### src/hdl/tgi_pkg.sv
// Shared types, constants and the per-axis cell lookup for the trilinear grid interpolator.
// Used by every module under hdl except tgi_ram; depends on nothing else.
`default_nettype none

package tgi_pkg;

  localparam int GRID_X      = 32;
  localparam int GRID_Y      = 32;
  localparam int GRID_Z      = 32;
  localparam int SAMPLE_BITS = 16;
  localparam int STORE_DEPTH = 32768;
  localparam int ADDR_W      = $clog2(STORE_DEPTH);
  localparam int GRID_TOTAL  = GRID_X * GRID_Y * GRID_Z;
  localparam int GRID_MAX_XY = (GRID_X > GRID_Y) ? GRID_X : GRID_Y;
  localparam int GRID_MAX    = (GRID_MAX_XY > GRID_Z) ? GRID_MAX_XY : GRID_Z;
  localparam int IDX_W       = $clog2(GRID_MAX);

  localparam int COORD_W = 32;
  localparam int DIFF_W  = COORD_W + 1;
  localparam int INV_W   = 24;
  localparam int PROD_W  = DIFF_W + INV_W + 1;
  localparam int FRAC_W  = 32;
  localparam int FL_W    = PROD_W - FRAC_W;
  localparam int W_W     = 16;
  localparam int E_W     = SAMPLE_BITS + W_W;
  localparam int OUT_W   = 32;

  localparam int CFG_IDX_W  = 3;
  localparam int CFG_DATA_W = 32;

  localparam logic [CFG_IDX_W-1:0] REG_INV_SPACING_X = 3'd0;
  localparam logic [CFG_IDX_W-1:0] REG_INV_SPACING_Y = 3'd1;
  localparam logic [CFG_IDX_W-1:0] REG_INV_SPACING_Z = 3'd2;
  localparam logic [CFG_IDX_W-1:0] REG_ORIGIN_X      = 3'd3;
  localparam logic [CFG_IDX_W-1:0] REG_ORIGIN_Y      = 3'd4;
  localparam logic [CFG_IDX_W-1:0] REG_ORIGIN_Z      = 3'd5;

  localparam logic [INV_W-1:0] INV_SPACING_RESET = 24'h010000;

  localparam logic CMD_WRITE = 1'b0;
  localparam logic CMD_QUERY = 1'b1;

  typedef enum logic [1:0] {
    AXIS_X,
    AXIS_Y,
    AXIS_Z
  } axis_sel_t;

  typedef enum logic [3:0] {
    ST_IDLE,
    ST_MUL_X,
    ST_MUL_Y,
    ST_MUL_Z,
    ST_RES_Z,
    ST_CHECK,
    ST_FETCH,
    ST_BLEND,
    ST_DONE
  } ctl_state_t;

  typedef struct packed {
    logic                       command;
    logic [14:0]                sample_index;
    logic signed [15:0]         sample_value;
    logic signed [COORD_W-1:0]  point_x;
    logic signed [COORD_W-1:0]  point_y;
    logic signed [COORD_W-1:0]  point_z;
  } in_item_t;

  typedef struct packed {
    logic signed [OUT_W-1:0] interpolated_value;
    logic                    outside_grid;
  } out_item_t;

  typedef struct packed {
    logic       wr_en;
    logic       point_load;
    logic       mul_en;
    axis_sel_t  mul_axis;
    logic       res_en;
    axis_sel_t  res_axis;
    logic       rd_en;
    logic [2:0] corner;
    logic       out_load;
  } ctl_cmd_t;

  typedef struct packed {
    logic outside;
    logic blend_done;
  } dp_status_t;

  typedef struct packed {
    logic [IDX_W-1:0] lo;
    logic [IDX_W-1:0] hi;
    logic [W_W-1:0]   w;
    logic             outside;
  } axis_res_t;

  // Split a Q32 grid coordinate into floor/ceiling cell indices and a Q0.16 weight,
  // clamping points that sit less than one cell beyond either edge.
  function automatic axis_res_t resolve_axis(input logic signed [PROD_W-1:0] prod,
                                             input int size);
    logic signed [FL_W-1:0] fl;
    logic [FRAC_W-1:0]      frac;
    logic                   frac_nz;
    logic                   fl_neg;
    logic                   ce_neg;
    logic                   fl_ge;
    logic                   ce_ge;
    axis_res_t              r;
    fl      = prod[PROD_W-1:FRAC_W];
    frac    = prod[FRAC_W-1:0];
    frac_nz = |frac;
    fl_neg  = fl[FL_W-1];
    ce_neg  = fl_neg && !((fl == -1) && frac_nz);
    fl_ge   = !fl_neg && (fl >= size);
    ce_ge   = !fl_neg && ((fl >= size) || ((fl == size - 1) && frac_nz));
    r.outside = ce_neg || fl_ge;
    if (fl_neg) begin
      r.lo = '0;
      r.hi = '0;
      r.w  = '0;
    end else if (ce_ge) begin
      r.lo = IDX_W'(size - 1);
      r.hi = IDX_W'(size - 1);
      r.w  = '0;
    end else begin
      r.lo = fl[IDX_W-1:0];
      r.hi = fl[IDX_W-1:0] + IDX_W'(frac_nz);
      r.w  = frac[FRAC_W-1:FRAC_W-W_W];
    end
    return r;
  endfunction

endpackage

`default_nettype wire

### src/hdl/tgi_controller.sv
// Sequencer for the interpolator: walks a query through lookup, corner reads and output.
// Depends on tgi_pkg; commands tgi_datapath through ctl_cmd_t.
`default_nettype none

module tgi_controller (
  input  logic                clk,
  input  logic                rst,
  input  logic                in_valid,
  input  logic                in_command,
  output logic                in_ready,
  input  logic                out_ready,
  output logic                out_valid,
  input  tgi_pkg::dp_status_t status,
  output tgi_pkg::ctl_cmd_t   cmd
);

  tgi_pkg::ctl_state_t state;
  tgi_pkg::ctl_state_t state_next;
  logic [2:0]          cnt;
  logic [2:0]          cnt_next;
  logic                out_valid_next;

  always_ff @(posedge clk) begin
    if (rst) begin
      state     <= tgi_pkg::ST_IDLE;
      cnt       <= '0;
      out_valid <= 1'b0;
    end else begin
      state     <= state_next;
      cnt       <= cnt_next;
      out_valid <= out_valid_next;
    end
  end

  always_comb begin
    state_next = state;
    case (state)
      tgi_pkg::ST_IDLE: begin
        if (in_valid && (in_command == tgi_pkg::CMD_QUERY)) begin
          state_next = tgi_pkg::ST_MUL_X;
        end
      end
      tgi_pkg::ST_MUL_X: state_next = tgi_pkg::ST_MUL_Y;
      tgi_pkg::ST_MUL_Y: state_next = tgi_pkg::ST_MUL_Z;
      tgi_pkg::ST_MUL_Z: state_next = tgi_pkg::ST_RES_Z;
      tgi_pkg::ST_RES_Z: state_next = tgi_pkg::ST_CHECK;
      tgi_pkg::ST_CHECK: begin
        state_next = status.outside ? tgi_pkg::ST_DONE : tgi_pkg::ST_FETCH;
      end
      tgi_pkg::ST_FETCH: begin
        if (cnt == 3'd7) begin
          state_next = tgi_pkg::ST_BLEND;
        end
      end
      tgi_pkg::ST_BLEND: begin
        if (status.blend_done) begin
          state_next = tgi_pkg::ST_DONE;
        end
      end
      tgi_pkg::ST_DONE: begin
        if (!out_valid || out_ready) begin
          state_next = tgi_pkg::ST_IDLE;
        end
      end
      default: state_next = tgi_pkg::ST_IDLE;
    endcase
  end

  always_comb begin
    in_ready       = 1'b0;
    cmd.wr_en      = 1'b0;
    cmd.point_load = 1'b0;
    cmd.mul_en     = 1'b0;
    cmd.mul_axis   = tgi_pkg::AXIS_X;
    cmd.res_en     = 1'b0;
    cmd.res_axis   = tgi_pkg::AXIS_X;
    cmd.rd_en      = 1'b0;
    cmd.corner     = cnt;
    cmd.out_load   = 1'b0;
    case (state)
      tgi_pkg::ST_IDLE: begin
        in_ready       = 1'b1;
        cmd.wr_en      = in_valid && (in_command == tgi_pkg::CMD_WRITE);
        cmd.point_load = in_valid && (in_command == tgi_pkg::CMD_QUERY);
      end
      tgi_pkg::ST_MUL_X: begin
        cmd.mul_en   = 1'b1;
        cmd.mul_axis = tgi_pkg::AXIS_X;
      end
      tgi_pkg::ST_MUL_Y: begin
        cmd.mul_en   = 1'b1;
        cmd.mul_axis = tgi_pkg::AXIS_Y;
        cmd.res_en   = 1'b1;
        cmd.res_axis = tgi_pkg::AXIS_X;
      end
      tgi_pkg::ST_MUL_Z: begin
        cmd.mul_en   = 1'b1;
        cmd.mul_axis = tgi_pkg::AXIS_Z;
        cmd.res_en   = 1'b1;
        cmd.res_axis = tgi_pkg::AXIS_Y;
      end
      tgi_pkg::ST_RES_Z: begin
        cmd.res_en   = 1'b1;
        cmd.res_axis = tgi_pkg::AXIS_Z;
      end
      tgi_pkg::ST_FETCH: begin
        cmd.rd_en = 1'b1;
      end
      tgi_pkg::ST_DONE: begin
        cmd.out_load = !out_valid || out_ready;
      end
      default: ;
    endcase
  end

  assign cnt_next = (state == tgi_pkg::ST_FETCH) ? cnt + 3'd1 : 3'd0;

  always_comb begin
    if (cmd.out_load) begin
      out_valid_next = 1'b1;
    end else if (out_ready) begin
      out_valid_next = 1'b0;
    end else begin
      out_valid_next = out_valid;
    end
  end

endmodule

`default_nettype wire

### config.mk
export PLATFORM = sky130hd
export DESIGN_NAME = tgi_controller
export DESIGN_NICKNAME = d
export VERILOG_FILES = /design/src/hdl/tgi_pkg.sv /design/src/hdl/tgi_controller.sv
export SDC_FILE = /design/constraint.sdc
export NUM_CORES = 1
export LEC_CHECK = 0
export ABC_AREA = 0
export BUFFER_PORTS_ARGS = -buffer_cell sky130_fd_sc_hd__buf_2
export CORE_AREA = 3 3 40 42
export CTS_CLUSTER_DIAMETER = 60
export DETAILED_ROUTE_END_ITERATION = 16
export DIE_AREA = 0 0 43 45
export GPL_TIMING_DRIVEN = 1
export PLACE_DENSITY = 0.62
export SLEW_MARGIN = 10
export SYNTH_ARGS = -nofsm -noshare
export SYNTH_HDL_FRONTEND = slang
export SYNTH_SLANG_ARGS = --single-unit
### constraint.sdc
create_clock -name clk -period 5 [get_ports clk]
set_clock_uncertainty 0.15 [all_clocks]
set_input_delay 0.25 -clock clk [delete_from_list [all_inputs] [get_ports clk]]
set_output_delay 0.25 -clock clk [all_outputs]
set_load 0.05 [all_outputs]
==> results.md <==
- Dpl hpwl: about 820 um
- Routed len/inst: 11.52 um
- Max Root-Sink Buffers: 2
- Final setup TNS: 0 ps
- Lkg Pwr: around 0.29 nW
- Buffers on Ports: 21
- Ports: 22
- Post-synthesis mux area share: ~7.7%
- Status: completed
- Crit Path Max Fanout: 9
- Fin. Hold Viols: 0
- CORE AREA: approximately 1300 sq um
- Post-CTS Setup Repair Bufs: 0
- Critical path required time: between 4000 and 5000 ps
- Hold_sp: rst
- Detailed-route wire length: roughly 1100 um
- Setup crit end kind: primary output
- Rows: 13
- Initial antenna violation count: 0
- Largest net degree at the start of global routing: 12
- RSZ-0062 raised after global routing: no
- Chip height: ~45 um
- Worst Setup SP: state[1]
- CTS tree: yes
- HP Class: input pin to register
- DRC viols: 0
- Die ar.: between 1500 and 2000 sq um
- Seq/Total Area, Yosys: 33.86%
- Critical path launch point type: register
- TritonRoute pass-1 iters: 3
- Final core occ: 45.96%
- FF+latch count, synth: 8
- Largest family of logic cells by synthesized area: simple AND/OR/NAND/NOR gates
- Yosys cell types: 30
- Compound-cell area share of the yosys netlist: about 14%
- Flop2flop setup slack: roughly 3200 ps
- Synth warn: 0
- Chip width: between 40 and 50 um
- Max-slew violation count: 0
- Vias per cell: around 5
- Total GRT Usage: roughly 12%
- Slew headroom: about three quarters
- Clock-pin transition on the worst setup and hold timing paths: about 50 ps
- Post-route ant nets: 0
- Minimum clock period: roughly 1900 ps
- Synth Area in Simple Gates: 32.54%
- Max-Cap Viols: 0
- Critical Path AT: about 1500 ps
- Mapped Nets: 68
- Global route overflow: 0
- R2R depth: 5
- P per Cell Area: about 300 nW/um^2
- Period utilisation layout: about two fifths
- Gate Count Post-Synth: 59
- Syn Std Cell Area: between 400 and 500 sq um
- Antenna Diode Count: 0
- DP Worst Slack: around 3200 ps
- Avg Inst Size Synth: ~8.0 sq um
- Post-layout instance area: approximately 590 sq um
- TritonCTS Buffers: 3
- H-tree Lvls: 1
- Post-synthesis xor/xnor area fraction: 0%
- Initial drt markers: 6
- Reg-to-Reg Start: cnt[0]
- Via Count: 468
- Layout cells sized above 1: between 30% and 40%
- Setup Crit Path Kind: register to primary output
- Fmax: 516.2 MHz
- P&R area growth vs syn: 24.87%
- Placer Congestion: just under 0.7
- Clk sinks: 8
- WHS: 145.4 ps
- Worst-Margin Slew: about 390 ps
- CTS root buf: clkbuf_4
- Endpoints failing setup: 0
- Post-CTS Resized: 0
- Global-route wire length before repair: between 1500 and 2000 um
- PnR worst setup slack: roughly 3000 ps
- Post-place instance area: about 570 sq um
- Clk_lat worst skew: 250 ps
- Worst hold path depth: 2
- Number of global-route vias before repair: 388
- Post-synthesis adder-cell area fraction: around 5.3%
- VDD IR max: around 140 uV
- CTS Hold Bufs: 0
- Nets@finish: between 80 and 90
- Starting Density: between 30 and 40%
==> worst max-delay path, cell delays in order, from the launching register on <==
cell and delay (ps):
dfxtp_1 400, nor4_1 430, and3_1 200, buf_2 250
==> stage by stage <==
| stage | power [mW] | std cells |
|---|---|---|
| after global routing | 0.1816 | 92 |
| after global placement | 0.1244 | 89 |
| after detailed placement | 0.1246 | 89 |
| after floorplan | 0.1134 | 59 |
| final | 0.1722 | 92 |
| after CTS | 0.1749 | 92 |
==> cell usage in the layout (no fill, tap or decap), drive strengths merged <==
cell,count
a211oi,1
a21boi,1
a21oi,2
a2bb2oi,1
and2,2
and3,1
buf,21
clkbuf,3
dfxtp,8
ha,2
inv,1
mux2,2
mux2i,1
nand2,4
nand2b,2
nand3,1
nor2,6
nor2b,1
nor3,5
nor3b,1
nor4,2
nor4bb,1
o21ai,2
o22ai,2
o32ai,1
or2,2
or3,1
==> power breakdown <==
part           switching (mW)  total [mW]  internal [mW]
combinational          0.0380      0.0530         0.0149
sequential            0.00429      0.0700         0.0657
clock                  0.0218      0.0493         0.0275
==> per-layer routing <==
metal	up-vias	share of wire, %	track usage [%]	wire [um]
met5	-	0	0	0
met1	212	46	14.32	492
li1	243	-	-	-
met2	13	47	18.56	499
met3	0	6.4	5.976	68
met4	0	0	1.807	0
==> cells by family (layout without fill, tap and decap cells) <==
| kind of cell | Yosys count | in the layout |
|---|---|---|
| AND/OR/NAND/NOR | 29 | 29 |
| flip-flops | 8 | 8 |
| adder cells (fa/ha/maj) | 2 | 2 |
| AO/OA/AOI/OAI | 10 | 10 |
| multiplexers | 3 | 3 |
| buffers and inverters | 7 | 25 |
==> state kept, by name, summed over array words and instances (netlist names) <==
signal and flops:
cnt 3, out_valid 1, state 4
==> cells in the mapped netlist, drive strengths merged <==
master	instances	area [sq um]
mux2i	1	10.01
a211oi	1	7.510
nand2	4	15.01
and3	1	6.260
nor4bb	1	10.01
nand2b	2	12.51
nor2	6	22.52
or2	2	12.52
or3	1	6.260
nand3	1	5.000
and2	2	12.51
dfxtp	8	160.2
o22ai	2	12.51
a21boi	1	7.510
a2bb2oi	1	8.760
ha	2	25.02
buf	3	17.52
o32ai	1	8.760
mux2	2	26.27
clkbuf	3	11.26
nor2b	1	6.260
nor3	5	25.02
o21ai	2	10.01
nor4	2	12.51
nor3b	1	7.510
inv	1	3.750
a21oi	2	10.01
==> cell type report <==
type,instances,area [sq um]
Timing Repair Buffer,21,105.1
Multi-Input combinational cell,44,280.3
Inverter,1,3.754
Tap cell,15,18.77
Clock buffer,3,22.52
Sequential cell,8,160.2
Fill cell,146,694.4
==> path summary, 6_finish.rpt <==
path,to
worst max register to register,state[0]
worst min-delay path,out_valid
worst min register to register,cnt[0]
worst max-delay path,cmd[11]
Note: power is estimated with default switching activity, not from simulation.
